`src/cds_pkg.sv`:
```
// cds_pkg: shared types, constants and calendar helper functions
// for the calendar date stepper; no dependencies
package cds_pkg;

  localparam int OP_W    = 3;
  localparam int CNT_W   = 10;
  localparam int YEAR_W  = 14;
  localparam int MONTH_W = 4;
  localparam int DAY_W   = 5;
  localparam int DOY_W   = 9;
  localparam int WOY_W   = 6;

  localparam logic [MONTH_W-1:0] MON_JAN = 4'd1;
  localparam logic [MONTH_W-1:0] MON_FEB = 4'd2;
  localparam logic [MONTH_W-1:0] MON_DEC = 4'd12;

  localparam logic [DAY_W-1:0] DAY_FIRST = 5'd1;
  localparam logic [DAY_W-1:0] DAY_28    = 5'd28;
  localparam logic [DAY_W-1:0] DAY_29    = 5'd29;
  localparam logic [DAY_W-1:0] DAY_30    = 5'd30;
  localparam logic [DAY_W-1:0] DAY_31    = 5'd31;

  // modular inverse of 25 mod 2**14 and the largest quotient of a multiple of 25
  localparam logic [YEAR_W-1:0] INV25     = 14'd7209;
  localparam logic [YEAR_W-1:0] DIV25_MAX = 14'd655;

  // reciprocal of 7 scaled by 2**14, exact for day counts below 366
  localparam logic [11:0] RECIP7 = 12'd2341;

  typedef enum logic [OP_W-1:0] {
    OP_LOAD     = 3'd0,
    OP_DAY_INC  = 3'd1,
    OP_DAY_DEC  = 3'd2,
    OP_MON_INC  = 3'd3,
    OP_MON_DEC  = 3'd4,
    OP_YEAR_INC = 3'd5,
    OP_YEAR_DEC = 3'd6,
    OP_QUERY    = 3'd7
  } op_t;

  typedef struct packed {
    logic [YEAR_W-1:0]  year;
    logic [MONTH_W-1:0] month;
    logic [DAY_W-1:0]   day;
  } date_t;

  typedef struct packed {
    date_t date;
    logic  err;
    logic  year_chg;
  } step_res_t;

  typedef struct packed {
    logic              date_valid;
    logic [DOY_W-1:0]  doy;
    logic [WOY_W-1:0]  woy;
  } report_t;

  function automatic logic is_leap(logic [YEAR_W-1:0] y);
    logic [2*YEAR_W-1:0] prod;
    logic                div25;
    prod  = y * INV25;
    div25 = prod[YEAR_W-1:0] <= DIV25_MAX;
    return (y[1:0] == 2'd0) && (!div25 || (y[3:0] == 4'd0));
  endfunction

  function automatic logic [DAY_W-1:0] month_len(logic leap, logic [MONTH_W-1:0] m);
    logic [DAY_W-1:0] len;
    case (m)
      4'd2:                                  len = leap ? DAY_29 : DAY_28;
      4'd1, 4'd3, 4'd5, 4'd7, 4'd8, 4'd10, 4'd12: len = DAY_31;
      default:                               len = DAY_30;
    endcase
    return len;
  endfunction

  // days before the first of month m, leap day included after february
  function automatic logic [DOY_W-1:0] days_before(logic leap, logic [MONTH_W-1:0] m);
    logic [DOY_W-1:0] base;
    case (m)
      4'd2:    base = 9'd31;
      4'd3:    base = 9'd59;
      4'd4:    base = 9'd90;
      4'd5:    base = 9'd120;
      4'd6:    base = 9'd151;
      4'd7:    base = 9'd181;
      4'd8:    base = 9'd212;
      4'd9:    base = 9'd243;
      4'd10:   base = 9'd273;
      4'd11:   base = 9'd304;
      4'd12:   base = 9'd334;
      default: base = 9'd0;
    endcase
    return base + ((leap && (m > MON_FEB)) ? 9'd1 : 9'd0);
  endfunction

endpackage

```
`src/cds_step_unit.sv`:
```
// cds_step_unit: shared single-unit step of a date by one day or one month
// depends on cds_pkg
module cds_step_unit #(
  parameter int YEAR_MAX = 9999
) (
  input  cds_pkg::op_t      op_i,
  input  cds_pkg::date_t    date_i,
  input  logic              leap_i,
  output cds_pkg::step_res_t res_o
);

  logic [cds_pkg::MONTH_W-1:0] m_inc;
  logic [cds_pkg::MONTH_W-1:0] m_dec;
  logic [cds_pkg::DAY_W-1:0]   dim_cur;
  logic [cds_pkg::DAY_W-1:0]   dim_new;
  cds_pkg::date_t              nd;
  logic                        err;
  logic                        chg;

  assign m_inc   = date_i.month + 4'd1;
  assign m_dec   = date_i.month - 4'd1;
  assign dim_cur = cds_pkg::month_len(leap_i, date_i.month);
  assign dim_new = cds_pkg::month_len(leap_i, nd.month);

  always_comb begin
    nd  = date_i;
    err = 1'b0;
    chg = 1'b0;
    case (op_i)
      cds_pkg::OP_DAY_INC: begin
        if (date_i.day >= dim_cur) begin
          nd.day = cds_pkg::DAY_FIRST;
          if (date_i.month >= cds_pkg::MON_DEC) begin
            if (date_i.year >= cds_pkg::YEAR_W'(YEAR_MAX)) begin
              err = 1'b1;
            end else begin
              nd.year  = date_i.year + 14'd1;
              nd.month = cds_pkg::MON_JAN;
              chg      = 1'b1;
            end
          end else begin
            nd.month = m_inc;
          end
        end else begin
          nd.day = date_i.day + 5'd1;
        end
      end
      cds_pkg::OP_DAY_DEC: begin
        if (date_i.day > cds_pkg::DAY_FIRST) begin
          nd.day = date_i.day - 5'd1;
        end else if (date_i.month > cds_pkg::MON_JAN) begin
          nd.month = m_dec;
          nd.day   = cds_pkg::month_len(leap_i, m_dec);
        end else if (date_i.year == '0) begin
          err = 1'b1;
        end else begin
          nd.year  = date_i.year - 14'd1;
          nd.month = cds_pkg::MON_DEC;
          nd.day   = cds_pkg::DAY_31;
          chg      = 1'b1;
        end
      end
      cds_pkg::OP_MON_INC: begin
        if (date_i.month >= cds_pkg::MON_DEC) begin
          if (date_i.year >= cds_pkg::YEAR_W'(YEAR_MAX)) begin
            err = 1'b1;
          end else begin
            nd.year  = date_i.year + 14'd1;
            nd.month = cds_pkg::MON_JAN;
            chg      = 1'b1;
          end
        end else begin
          nd.month = m_inc;
        end
      end
      cds_pkg::OP_MON_DEC: begin
        if (date_i.month > cds_pkg::MON_JAN) begin
          nd.month = m_dec;
        end else if (date_i.year == '0) begin
          err = 1'b1;
        end else begin
          nd.year  = date_i.year - 14'd1;
          nd.month = cds_pkg::MON_DEC;
          chg      = 1'b1;
        end
      end
      default: begin
      end
    endcase
  end

  always_comb begin
    res_o.date     = nd;
    res_o.err      = err;
    res_o.year_chg = chg;
    // month steps clamp the day to the new month length
    if (((op_i == cds_pkg::OP_MON_INC) || (op_i == cds_pkg::OP_MON_DEC)) &&
        (nd.day > dim_new)) begin
      res_o.date.day = dim_new;
    end
  end

endmodule

```
`src/cds_report_unit.sv`:
```
// cds_report_unit: validity, day of year and week of year of a date
// depends on cds_pkg
module cds_report_unit (
  input  cds_pkg::date_t   date_i,
  input  logic             leap_i,
  output cds_pkg::report_t rep_o
);

  logic                       valid;
  logic [cds_pkg::DOY_W-1:0]  doy;
  logic [cds_pkg::DOY_W-1:0]  doy_m1;
  logic [cds_pkg::DOY_W+11:0] prod;

  assign valid = (date_i.month >= cds_pkg::MON_JAN) && (date_i.month <= cds_pkg::MON_DEC) &&
                 (date_i.day >= cds_pkg::DAY_FIRST) &&
                 (date_i.day <= cds_pkg::month_len(leap_i, date_i.month));
  assign doy    = cds_pkg::days_before(leap_i, date_i.month) +
                  cds_pkg::DOY_W'(date_i.day);
  assign doy_m1 = doy - 9'd1;
  // divide by 7 through the scaled reciprocal
  assign prod   = doy_m1 * cds_pkg::RECIP7;

  always_comb begin
    rep_o.date_valid = valid;
    rep_o.doy        = '0;
    rep_o.woy        = '0;
    if (valid) begin
      rep_o.doy = doy;
      rep_o.woy = prod[19:14] + 6'd1;
    end
  end

endmodule

```
`src/calendar_date_stepper.sv`:
```
// calendar_date_stepper: Gregorian date counter top level with its sequencer
// depends on cds_pkg, cds_step_unit and cds_report_unit
//
// Holds one date and applies one transfer at a time. A query or a refused load
// goes straight to ST_REPORT; a load passes ST_LEAP, a year step ST_LEAP and
// ST_YFIX. A day or month step by a count of n applies up to n single steps in
// ST_STEP, passing ST_LEAP at each year boundary crossed, where the leap flag of
// the new year is recomputed: the single step unit moves the date by one day or
// one month a cycle while in ST_STEP. The count saturates at COUNT_MAX, or at
// 1023 if smaller. The input stalls while an item is at work; a finished result
// waits in the output register, and the next item is accepted meanwhile.
module calendar_date_stepper #(
  parameter int YEAR_MAX  = 9999,
  parameter int COUNT_MAX = 1023
) (
  input  logic                        clk,
  input  logic                        rst_n,
  input  logic                        in_valid,
  output logic                        in_stall,
  input  logic [cds_pkg::OP_W-1:0]    in_operation,
  input  logic [cds_pkg::CNT_W-1:0]   in_step_count,
  input  logic [cds_pkg::YEAR_W-1:0]  in_load_year,
  input  logic [cds_pkg::MONTH_W-1:0] in_load_month,
  input  logic [cds_pkg::DAY_W-1:0]   in_load_day,
  output logic                        out_valid,
  input  logic                        out_stall,
  output logic [cds_pkg::YEAR_W-1:0]  out_year_out,
  output logic [cds_pkg::MONTH_W-1:0] out_month_out,
  output logic [cds_pkg::DAY_W-1:0]   out_day_out,
  output logic                        out_leap_year,
  output logic                        out_date_valid,
  output logic [cds_pkg::DOY_W-1:0]   out_day_of_year,
  output logic [cds_pkg::WOY_W-1:0]   out_week_of_year,
  output logic                        out_status
);

  localparam int CntFull = (1 << cds_pkg::CNT_W) - 1;
  localparam int CntCap  = (COUNT_MAX < CntFull) ? COUNT_MAX : CntFull;

  typedef enum logic [2:0] {
    ST_IDLE,
    ST_STEP,
    ST_LEAP,
    ST_YFIX,
    ST_REPORT
  } state_t;

  state_t                      state_r, state_nxt;
  cds_pkg::op_t                op_r, op_nxt;
  logic [cds_pkg::CNT_W-1:0]   cnt_r, cnt_nxt;
  cds_pkg::date_t              wrk_r, wrk_nxt;
  logic                        leap_r, leap_nxt;
  logic                        err_r, err_nxt;
  cds_pkg::date_t              cur_r, cur_nxt;
  logic                        cur_leap_r, cur_leap_nxt;

  logic                        out_valid_r, out_valid_nxt;
  cds_pkg::date_t              out_date_r, out_date_nxt;
  logic                        out_leap_r, out_leap_nxt;
  cds_pkg::report_t            out_rep_r, out_rep_nxt;
  logic                        out_status_r, out_status_nxt;

  logic                        accept;
  logic                        out_free;
  cds_pkg::op_t                in_op;
  logic [cds_pkg::CNT_W-1:0]   cnt_sat;
  logic [cds_pkg::YEAR_W:0]    ysum;
  logic                        yinc_err;
  logic                        ydec_err;
  logic [cds_pkg::YEAR_W-1:0]  ydiff;
  logic                        multi_op;
  cds_pkg::step_res_t          step_res;
  cds_pkg::date_t              rep_date;
  logic                        rep_leap;
  cds_pkg::report_t            rep;

  assign in_stall = (state_r != ST_IDLE);
  assign accept   = in_valid && !in_stall;
  assign out_free = !out_valid_r || !out_stall;
  assign in_op    = cds_pkg::op_t'(in_operation);
  assign cnt_sat  = (in_step_count > cds_pkg::CNT_W'(CntCap)) ?
                    cds_pkg::CNT_W'(CntCap) : in_step_count;
  assign ysum     = {1'b0, cur_r.year} + (cds_pkg::YEAR_W + 1)'(cnt_sat);
  assign yinc_err = ysum > (cds_pkg::YEAR_W + 1)'(YEAR_MAX);
  assign ydec_err = cds_pkg::YEAR_W'(cnt_sat) > cur_r.year;
  assign ydiff    = cur_r.year - cds_pkg::YEAR_W'(cnt_sat);
  assign multi_op = (op_r == cds_pkg::OP_DAY_INC) || (op_r == cds_pkg::OP_DAY_DEC) ||
                    (op_r == cds_pkg::OP_MON_INC) || (op_r == cds_pkg::OP_MON_DEC);
  assign rep_date = err_r ? cur_r : wrk_r;
  assign rep_leap = err_r ? cur_leap_r : leap_r;

  cds_step_unit #(
    .YEAR_MAX (YEAR_MAX)
  ) u_step (
    .op_i   (op_r),
    .date_i (wrk_r),
    .leap_i (leap_r),
    .res_o  (step_res)
  );

  cds_report_unit u_report (
    .date_i (rep_date),
    .leap_i (rep_leap),
    .rep_o  (rep)
  );

  always_comb begin
    state_nxt      = state_r;
    op_nxt         = op_r;
    cnt_nxt        = cnt_r;
    wrk_nxt        = wrk_r;
    leap_nxt       = leap_r;
    err_nxt        = err_r;
    cur_nxt        = cur_r;
    cur_leap_nxt   = cur_leap_r;
    out_valid_nxt  = out_valid_r && out_stall;
    out_date_nxt   = out_date_r;
    out_leap_nxt   = out_leap_r;
    out_rep_nxt    = out_rep_r;
    out_status_nxt = out_status_r;
    case (state_r)
      ST_IDLE: begin
        if (accept) begin
          op_nxt   = in_op;
          cnt_nxt  = cnt_sat;
          wrk_nxt  = cur_r;
          leap_nxt = cur_leap_r;
          err_nxt  = 1'b0;
          case (in_op)
            cds_pkg::OP_LOAD: begin
              if (in_load_year > cds_pkg::YEAR_W'(YEAR_MAX)) begin
                err_nxt   = 1'b1;
                state_nxt = ST_REPORT;
              end else begin
                wrk_nxt.year  = in_load_year;
                wrk_nxt.month = in_load_month;
                wrk_nxt.day   = in_load_day;
                state_nxt     = ST_LEAP;
              end
            end
            cds_pkg::OP_DAY_INC, cds_pkg::OP_DAY_DEC,
            cds_pkg::OP_MON_INC, cds_pkg::OP_MON_DEC: begin
              state_nxt = (cnt_sat == '0) ? ST_REPORT : ST_STEP;
            end
            cds_pkg::OP_YEAR_INC: begin
              if (yinc_err) begin
                err_nxt   = 1'b1;
                state_nxt = ST_REPORT;
              end else begin
                wrk_nxt.year = ysum[cds_pkg::YEAR_W-1:0];
                state_nxt    = ST_LEAP;
              end
            end
            cds_pkg::OP_YEAR_DEC: begin
              if (ydec_err) begin
                err_nxt   = 1'b1;
                state_nxt = ST_REPORT;
              end else begin
                wrk_nxt.year = ydiff;
                state_nxt    = ST_LEAP;
              end
            end
            default: begin
              state_nxt = ST_REPORT;
            end
          endcase
        end
      end
      ST_STEP: begin
        if (step_res.err) begin
          err_nxt   = 1'b1;
          state_nxt = ST_REPORT;
        end else begin
          wrk_nxt = step_res.date;
          cnt_nxt = cnt_r - 10'd1;
          if (step_res.year_chg) begin
            state_nxt = ST_LEAP;
          end else if (cnt_r == 10'd1) begin
            state_nxt = ST_REPORT;
          end
        end
      end
      ST_LEAP: begin
        leap_nxt = cds_pkg::is_leap(wrk_r.year);
        if ((op_r == cds_pkg::OP_YEAR_INC) || (op_r == cds_pkg::OP_YEAR_DEC)) begin
          state_nxt = ST_YFIX;
        end else if (multi_op && (cnt_r != '0)) begin
          state_nxt = ST_STEP;
        end else begin
          state_nxt = ST_REPORT;
        end
      end
      ST_YFIX: begin
        if ((wrk_r.month == cds_pkg::MON_FEB) && (wrk_r.day == cds_pkg::DAY_29) && !leap_r) begin
          wrk_nxt.day = cds_pkg::DAY_28;
        end
        state_nxt = ST_REPORT;
      end
      ST_REPORT: begin
        if (out_free) begin
          out_valid_nxt  = 1'b1;
          out_date_nxt   = rep_date;
          out_leap_nxt   = rep_leap;
          out_rep_nxt    = rep;
          out_status_nxt = err_r;
          if (!err_r) begin
            cur_nxt      = wrk_r;
            cur_leap_nxt = leap_r;
          end
          state_nxt = ST_IDLE;
        end
      end
      default: begin
        state_nxt = ST_IDLE;
      end
    endcase
  end

  always_ff @(posedge clk) begin
    if (!rst_n) begin
      state_r     <= ST_IDLE;
      out_valid_r <= 1'b0;
      cur_r.year  <= '0;
      cur_r.month <= cds_pkg::MON_JAN;
      cur_r.day   <= cds_pkg::DAY_FIRST;
      cur_leap_r  <= 1'b1;
    end else begin
      state_r     <= state_nxt;
      out_valid_r <= out_valid_nxt;
      cur_r       <= cur_nxt;
      cur_leap_r  <= cur_leap_nxt;
    end
    op_r         <= op_nxt;
    cnt_r        <= cnt_nxt;
    wrk_r        <= wrk_nxt;
    leap_r       <= leap_nxt;
    err_r        <= err_nxt;
    out_date_r   <= out_date_nxt;
    out_leap_r   <= out_leap_nxt;
    out_rep_r    <= out_rep_nxt;
    out_status_r <= out_status_nxt;
  end

  assign out_valid        = out_valid_r;
  assign out_year_out     = out_date_r.year;
  assign out_month_out    = out_date_r.month;
  assign out_day_out      = out_date_r.day;
  assign out_leap_year    = out_leap_r;
  assign out_date_valid   = out_rep_r.date_valid;
  assign out_day_of_year  = out_rep_r.doy;
  assign out_week_of_year = out_rep_r.woy;
  assign out_status       = out_status_r;

`ifndef SYNTH
  // a held result always shows the committed date
  a_out_matches_cur: assert property (@(posedge clk) disable iff (!rst_n)
    out_valid |-> (out_year_out == cur_r.year) && (out_month_out == cur_r.month) &&
                  (out_day_out == cur_r.day))
    else $error("held result differs from committed date");

  a_year_in_range: assert property (@(posedge clk) disable iff (!rst_n)
    cur_r.year <= cds_pkg::YEAR_W'(YEAR_MAX))
    else $error("committed year out of range");

  a_cur_leap: assert property (@(posedge clk) disable iff (!rst_n)
    cur_leap_r == cds_pkg::is_leap(cur_r.year))
    else $error("committed leap flag stale");

  a_busy_after_transfer: assert property (@(posedge clk) disable iff (!rst_n)
    accept |=> in_stall)
    else $error("input not stalled after transfer");

  a_step_count: assert property (@(posedge clk) disable iff (!rst_n)
    (state_r == ST_STEP) |-> (cnt_r != '0))
    else $error("step with zero count left");
`endif

endmodule

```
`config.mk`:
```
export PLATFORM = sky130hd
export DESIGN_NAME = calendar_date_stepper
export DESIGN_NICKNAME = d
export VERILOG_FILES = /design/src/cds_pkg.sv /design/src/cds_step_unit.sv /design/src/cds_report_unit.sv /design/src/calendar_date_stepper.sv
export SDC_FILE = /design/constraint.sdc
export NUM_CORES = 1
export LEC_CHECK = 0
export BUFFER_PORTS_ARGS = -buffer_cell sky130_fd_sc_hd__buf_2
export CAP_MARGIN = 20
export CORE_ASPECT_RATIO = 1.5
export CORE_MARGIN = 3
export CORE_UTILIZATION = 42
export CTS_CLUSTER_SIZE = 16
export DETAILED_ROUTE_END_ITERATION = 16
export MAX_ROUTING_LAYER = met4
export PLACE_DENSITY = 0.68
export RECOVER_POWER = 50
export SYNTH_ARGS = -nofsm -noshare
export SYNTH_HDL_FRONTEND = slang
export SYNTH_HIERARCHICAL = 1
export SYNTH_SLANG_ARGS = --single-unit
```
`constraint.sdc`:
```
create_clock -name clk -period 13.27 [get_ports clk]
set_input_delay 2.654 -clock clk [delete_from_list [all_inputs] [get_ports clk]]
set_output_delay 2.654 -clock clk [all_outputs]
set_load 0.005 [all_outputs]
```
# Word-level counts from Yosys, hierarchy flattened
# Memories as Yosys holds them, arrays and structs flattened.
# Cells that the tools add are included.
totals:
  reg_bits: 107
  latchBits: 0
  mem_bits_rw: 0
  mem_bits_ro: 144
  elab_cells: 240
  mem_count: 1
op_classes:
  add_sub_neg: 13
  mul: 2
  n_div: 0
  magnitude_cmp: 16
  eq_ne: 63
  shifts: 0
  n_mux: 77
  n_bitwise: 0
  n_reduce_logical: 47
memory_table:
  columns: ["name", "depth", "width", "read_ports", "rd_clocked_by_memory_dff", "write_ports", "line_no", "source"]
  rows:
  - ["(name not given)", 16, 9, 1, 0, 0, "cds_pkg.sv:80", "case (m)"]
ops:
  columns: ["op", "count"]
  rows:
  - ["2-to-1 mux 23 bit", 5]
  - ["2-to-1 mux 18 bit", 4]
  - ["case mux 18 bit (4 select lines)", 1]
  - ["2-to-1 mux 14 bit", 5]
  - ["case mux 5 bit (2 select lines)", 5]
  - ["== test 4 bit, second input constant", 12]
  - ["case mux 14 bit (3 select lines)", 1]
  - ["case mux 18 bit (2 select lines)", 1]
  - ["2-to-1 mux 3 bit", 11]
  - ["== test 4 x 2 -> 1 bit, second input constant", 8]
  - ["== test 4 x 3 -> 1 bit, second input constant", 8]
  - ["2-to-1 mux 10 bit", 3]
  - ["OR reduction 7 bit", 4]
  - ["2-to-1 mux 1 bit", 24]
  - ["== test 3 bit, second input constant", 7]
  - ["multiplier 9 x 12 -> 20 bit, second input constant", 1]
  - ["2-to-1 mux 5 bit", 4]
  - ["case mux 10 bit (2 select lines)", 1]
  - ["== test 3 x 2 -> 1 bit, second input constant", 6]
  - ["2-to-1 mux 9 bit", 2]
  - ["== test 4 x 1 -> 1 bit, second input constant", 4]
  - ["adder 14 x 10 -> 15 bit", 1]
  - ["> comparator 15 x 14 -> 1 bit, second input constant", 1]
  - ["inequality test 3 bit, second input constant", 5]
  - ["other kinds (59)", 94]

# Longest topological paths before layout
# Gate-level depths: netlist of run 1.
depth:
  ltp_word: 15
  ltp_mapped: 34

# Modules after synthesis
# The synthesis of run 1 kept the hierarchy.
by_module_without_submodules:
  columns: ["mod", "instances", "cells_each", "area_each_um2"]
  rows:
  - ["calendar_date_stepper", 1, 776, 7673.6]
  - ["cds_report_unit", 1, 265, 2137.0]
  - ["cds_step_unit", 1, 297, 1915.6]

# Worst setup path before layout of run 1
# Ideal clock, no wire load.
synth_timing:
  path_type: "register -> register"
  startpoint: "reg err_r"
  endpoint: "reg out_rep_r (netlist bit out_week_of_year[2]) (data pin)"
  arrival_ps: 7344
  setup_slack_ps: 5778
  path_stages_with_launch: 33
  path_buffers: 2
  cell_sequence: "edfxtp_1 clkbuf_1 buf_1 mux2_2 inv_1 ha_1 nor2b_1 nor2_1 o21ai_0 fa_1 inv_1 fa_1 a211oi_1 nor2_1 xnor2_1 and4_1 and4_1 xnor2_1 ha_1 inv_1 fa_1 fa_1 inv_1 ha_1 ha_1 a21o_1 a21o_1 a2111o_1 mux2_2 and2_1 ha_1 or3_1 a21oi_1"
synth_lines:
  columns: ["item", "line_no", "source"]
  rows:
  - ["start, declared", "calendar_date_stepper.sv:53", "logic err_r, err_nxt;"]
  - ["start signal, assigned", "calendar_date_stepper.sv:237", "err_r <= err_nxt;"]
  - ["end signal, assigned", "calendar_date_stepper.sv:240", "out_rep_r <= out_rep_nxt;"]
  - ["end, declared", "calendar_date_stepper.sv:60", "cds_pkg::report_t out_rep_r, out_rep_nxt;"]

==> results_dict.tcl, run 1 <==
set metrics [dict create \
    outcome "finished, violations left" \
    violations "capacitance limit, slew limit" \
    areaGrowthSynthToFinish_pct 6.95 \
    rr_worst_depth 27 \
    worstSetupEndpointType "flip-flop" \
    synth_simple_gate_area_share_pct 18.2 \
    setup_viol 0 \
    clock_latency_ns 0.37 \
    cpMostUsedCell "fa_1" \
    fin_crit_ns 8.33 \
    r2r-end "out_week_of_year[3]" \
    hold_depth 2 \
    drt-pass1-iter-count 5 \
    r2r-start "err_r" \
    async_flop_share_pct 0 \
    synth_top_family_by_area "compound AO/OA/AOI/OAI gates" \
    synth-edff-count 79 \
    drv_slew 19 \
    pre_cts_ws_ns 5.43 \
    grt_pass1_vias 9847 \
    critical_path_class "reg2reg" \
    required_ns 13.36 \
    antenna_found_initial 0 \
    hp-start "cur_r[5]" \
    multi_input_area_sq_um 8010 \
    finish.utilization_pct 45.8 \
    finalClockSkew_ns 0.00974 \
    numPortBuffers 82 \
    min_to "cur_r[5]" \
    cts.sinks 107 \
    grt_usage_pct 22.4 \
    synth_mux_area_share_pct 5.58 \
    hold_viol 0 \
    cts_inserted_buffers 9 \
    layout_commonest_cell "ha_1" \
    ys_types 100 \
    drtIter0Drc 991 \
    crit_fanout 24 \
    nNetsFinal 1574 \
    register_area_sq_um 2930 \
    synth-xor-area-share_pct 5.09 \
    ios 83 \
    clk_pin_slew_ns 0.08 \
    synth-compound-area-share_pct 20.3 \
    nFillCells 2660 \
    dieArea_sq_um 30000 \
    cap_violations 1 \
    viasPerCell 5.92 \
    min_path_type "reg2reg" \
    layout-drive-gt1-share_pct 7.79 \
    crit_arrival_ns 8.43 \
    worstMarginPinSlew_ns 1.80 \
    ctsResizeCount 0 \
    die_w_um 142 \
    worst_slack_ns 4.94 \
    synth_fa_ha_area_share_pct 19.1 \
    r2r_slack_ns 4.94 \
    rsz0062_at_grt "no" \
    max-slew-margin-rel_pct -19.9 \
    routed_wl_um 32800 \
    gr-total-overflow 0 \
    avgSynthCellArea_sq_um 8.76 \
    cts-root-buf "clkbuf_16" \
    synth_seq_cells 107 \
    hold_buffers 0 \
    die_y_um 211 \
    grt_start_max_net_pins 52 \
    antenna_left 0 \
    synth_nets 1543 \
    drc 0 \
    grt_pass1_wl_um 52500 \
    start_kind "flip-flop" \
    min_period_over_period_pct 62.8 \
    fmax_ghz 0.120 \
    vias 10200 \
    cts_max_level 3 \
    initial_core_util_pct 42.8 \
    slowest_delay_ns 0.83 \
    synthCells 1338 \
    yosys_most_used_dff "edfxtp_1" \
    post_cts_buffers 0 \
    avgRoutedWirePerCell_um 19.1 \
    dpl.hpwl_um 25800 \
    tns_ns 0 \
    cts_tree "done" \
    n_antenna_cell 0 \
    ys.warnings.count 6 \
    rows 74 \
    clock_path_buffers 2 \
    cp_slowest_cell "clkbuf_1" \
    seq_area_frac_synth_pct 25.0 \
    gp_congestion 0.977 \
    most-common-layout-cells "141 x ha_1, 118 x inv_1, 99 x nor2_1, 84 x nand2_1, 83 x a21oi_1" \
    core_area_sq_um 27400 \
    syn-cell-area_sq_um 11700 \
]
## kinds of logic (layout without fill, tap and decap cells)
| family | Yosys count | after routing |
|---|---|---|
| simple gates | 409 | 409 |
| compound gates | 345 | 345 |
| buf+inv | 186 | 221 |
| fa+ha+maj | 165 | 165 |
| flops | 107 | 107 |
| xor+xnor | 65 | 65 |
| mux | 61 | 61 |
## metrics by stage
stage               hold slack [ns]  cells  cell area (sq um)
floorplan                     0.424   1338              11700
global placement              0.491   1700              12300
detailed placement            0.495   1700              12300
CTS                           0.512   1715              12600
global route                  0.546   1715              12500
finish                        0.511   1715              12500
## cells in the mapped netlist, types with 7 or more instances
cell | n | area [sq um]
nor2_1 | 99 | 372
nand2_1 | 84 | 315
o21a_1 | 7 | 52.6
a31oi_1 | 19 | 119
inv_1 | 118 | 443
dfxtp_1 | 28 | 561
and2_1 | 17 | 106
buf_4 | 7 | 52.6
o211ai_1 | 15 | 113
o21bai_1 | 8 | 60.1
nand2b_1 | 17 | 106
a21oi_1 | 84 | 420
o31ai_1 | 8 | 60.1
xnor2_1 | 43 | 377
a21o_1 | 17 | 128
o21ai_0 | 71 | 355
and3_1 | 10 | 62.6
nor2b_1 | 33 | 206
nand4_1 | 9 | 56.3
nor3_1 | 25 | 125
mux2i_1 | 35 | 350
ha_1 | 141 | 1760
mux2_2 | 25 | 282
fa_1 | 24 | 480
edfxtp_1 | 79 | 2370
a221oi_1 | 8 | 70.1
nor4_1 | 21 | 131
a211oi_1 | 11 | 82.6
xor2_1 | 20 | 175
clkbuf_1 | 42 | 158
or3_1 | 10 | 62.6
nand3_1 | 35 | 175
## state kept, by name, summed over array words and instances, names as in the netlist
| register | cells |
|---|---|
| state_r | 3 |
| cnt_r | 10 |
| out_week_of_year | 6 |
| out_status | 1 |
| out_month_out | 4 |
| op_r | 3 |
| err_r | 1 |
| out_day_of_year | 9 |
| cur_leap_r | 1 |
| out_leap_year | 1 |
| wrk_r | 23 |
| cur_r | 23 |
| out_valid | 1 |
| out_year_out | 14 |
| leap_r | 1 |
| out_date_valid | 1 |
| out_day_out | 5 |
## how the worst max path moves through the flow
stage,from,to,depth (start not counted)
floorplan,err_r,out_week_of_year[2],32
global placement,err_r,out_week_of_year[3],30
detailed placement,err_r,out_week_of_year[3],30
CTS,err_r,out_week_of_year[5],30
global route,err_r,out_week_of_year[3],27
finish,err_r,out_week_of_year[3],27
## worst max-delay path, delay by kind of cell (launching register included)
kind / cells / cell delay [ns]
and+or+nand+nor: 5 / 1.21
muxes: 1 / 0.66
xor gates and xnor gates: 2 / 0.49
DFF: 1 / 0.58
AOI/OAI and AO/OA: 8 / 1.85
adders and majority gates: 7 / 2.30
buffers and inverters: 4 / 0.97
## metal layers
layer	vias up	routed length, um	track usage [%]
li1	4925	-	-
met1	4867	12900	25.5
met2	281	17000	38.9
met3	81	1300	2.63
met4	0	1540	10.9
met5	-	0	-
## final cells by class
cell class,count,share of cell area [%]
Tap cell,342,3.41
Clock buffer,9,1.80
Inverter,118,3.53
Clock inverter,6,0.778
Sequential cell,107,23.4
Timing Repair Buffer,88,3.21
Multi-Input combinational cell,1045,63.9
Power of run 1 is not shown: default switching activity piles up to over one toggle a cycle in this logic, so the estimate is an artifact.
==> run 2, diff against run 1 <==
PLACE_DENSITY = 0.7   (was 0.68)
clock period = 7.1 ns   (was 13.27 ns; I/O delays follow)
==> results_dict.tcl, run 2 (synthesis gave the netlist of run 1 again) <==
set metrics [dict create \
    drv_slew 0 \
    rows 74 \
    grt_usage_pct 22.0 \
    layout_commonest_cell "ha_1" \
    hold_buffers 0 \
    r2r-start "err_r" \
    critical_path_class "reg2reg" \
    drc 0 \
    gr-total-overflow 0 \
    die_y_um 211 \
    cp_slowest_cell "fa_1" \
    avgRoutedWirePerCell_um 19.0 \
    worstMarginPinSlew_ns 1.12 \
    layout-drive-gt1-share_pct 18.1 \
    ios 83 \
    areaGrowthSynthToFinish_pct 12.7 \
    die_w_um 142 \
    grt_start_max_net_pins 48 \
    cts_max_level 3 \
    setup_viol 0 \
    fmax_ghz 0.142 \
    cap_violations 0 \
    vias 10400 \
    crit_fanout 5 \
    grt_pass1_vias 10200 \
    place_area_sq_um 12500 \
    r2r-end "out_week_of_year[3]" \
    drtIter0Drc 708 \
    initial_core_util_pct 42.8 \
    numPortBuffers 82 \
    gp_congestion 0.974 \
    cts_inserted_buffers 9 \
    most-common-layout-cells "125 x ha_1, 111 x inv_1, 97 x nor2_1, 84 x nand2_1, 82 x buf_2" \
    rr_worst_depth 28 \
    grt_pass1_wl_um 51900 \
    r2r_slack_ns 0.08 \
    start_kind "flip-flop" \
    drt-pass1-iter-count 5 \
    outcome "complete, no violations" \
    dpl.hpwl_um 25800 \
    cts-root-buf "clkbuf_16" \
    nNetsFinal 1611 \
    rsz0062_at_grt "yes" \
    finalClockSkew_ns 0.0101 \
    antenna_left 0 \
    antenna_found_initial 1 \
    hold_viol 0 \
    fin_area_sq_um 13200 \
    cts_tree "done" \
    viasPerCell 5.92 \
    core_area_sq_um 27400 \
    required_ns 7.23 \
    cts.sinks 107 \
    clock_latency_ns 0.37 \
    crit_arrival_ns 7.15 \
    fin_crit_ns 7.02 \
    worstSetupEndpointType "flip-flop" \
    hold_depth 2 \
    clock_path_buffers 2 \
    min_period_over_period_pct 98.9 \
    routed_wl_um 33300 \
    dieArea_sq_um 30000 \
    max-slew-margin-rel_pct 24.6 \
    min_path_type "reg2reg" \
    min_to "cur_r[0]" \
    clk_pin_slew_ns 0.08 \
    slowest_delay_ns 0.53 \
    hp-start "cur_r[0]" \
]
## run 2: changes by cell type in the layout (fill, tap and decap cells not counted), sizes merged
cell,before,now
clkbuf,46,11
bufinv,2,0
clkinvlp,0,1
buf,51,125
diode,0,1
## run 2: worst max-delay path, delay by kind of cell (launching register included)
| kind | cells | cell delay, ns |
|---|---|---|
| adders and majority gates | 6 | 1.96 |
| AOI/OAI and AO/OA | 7 | 1.70 |
| muxes | 2 | 0.85 |
| buffers and inverters | 6 | 0.74 |
| and+or+nand+nor | 5 | 0.62 |
| DFF | 1 | 0.47 |
| xor gates and xnor gates | 2 | 0.41 |
## run 2: layout make-up
cell class / instances / area, sq um
clock buffers: 11 / 233
multi-input cells: 1045 / 8380
repair buffers: 125 / 744
inverters: 118 / 448
well taps: 342 / 428
flip-flops and latches: 107 / 2930
clock inverters: 5 / 42.5
fillers: 2605 / 14200
diodes: 1 / 2.50
## run 2: through the flow
stage | utilization (%) | setup WS [ns] | hold slack [ns] | TNS [ns] | std cells
3_3_place_gp | 45.7 | 0.124 | 0.497 | 0 | 1727
4_1_cts | 46.8 | 0.00382 | 0.526 | 0 | 1745
6_report | 48.2 | 0.0809 | 0.530 | 0 | 1754
3_5_place_dp | 45.7 | -0.0992 | 0.512 | -0.203 | 1727
2_1_floorplan | - | 0.0292 | 0.425 | 0 | 1338
5_1_grt | 48.2 | -0.233 | 0.558 | -0.448 | 1754
## run 2: repair_timing
action                     CTS  global route
resized for setup            2            66
pin swaps                    0            39
setup endpoints to repair    3             5
buffers inserted             2             8
## run 2: worst max-delay path by stage
stage | to | cells after the start | from
3_5_place_dp | out_week_of_year[3] | 31 | err_r
6_report | out_week_of_year[3] | 28 | err_r
4_1_cts | out_week_of_year[3] | 30 | err_r
3_3_place_gp | out_week_of_year[3] | 31 | err_r
5_1_grt | out_week_of_year[3] | 32 | err_r
2_1_floorplan | out_week_of_year[2] | 32 | err_r
## run 2: metal layers
metal	GRT usage (%)	part of all wire (%)	wire, um	vias to the layer above
met5	-	0	0	-
met3	2.17	4.5	1520	73
met2	40.2	54	17900	306
met1	24.1	38	12700	4990
li1	-	-	-	5008
met4	9.54	3.8	1280	0
Power of run 2 is left out for the same reason.
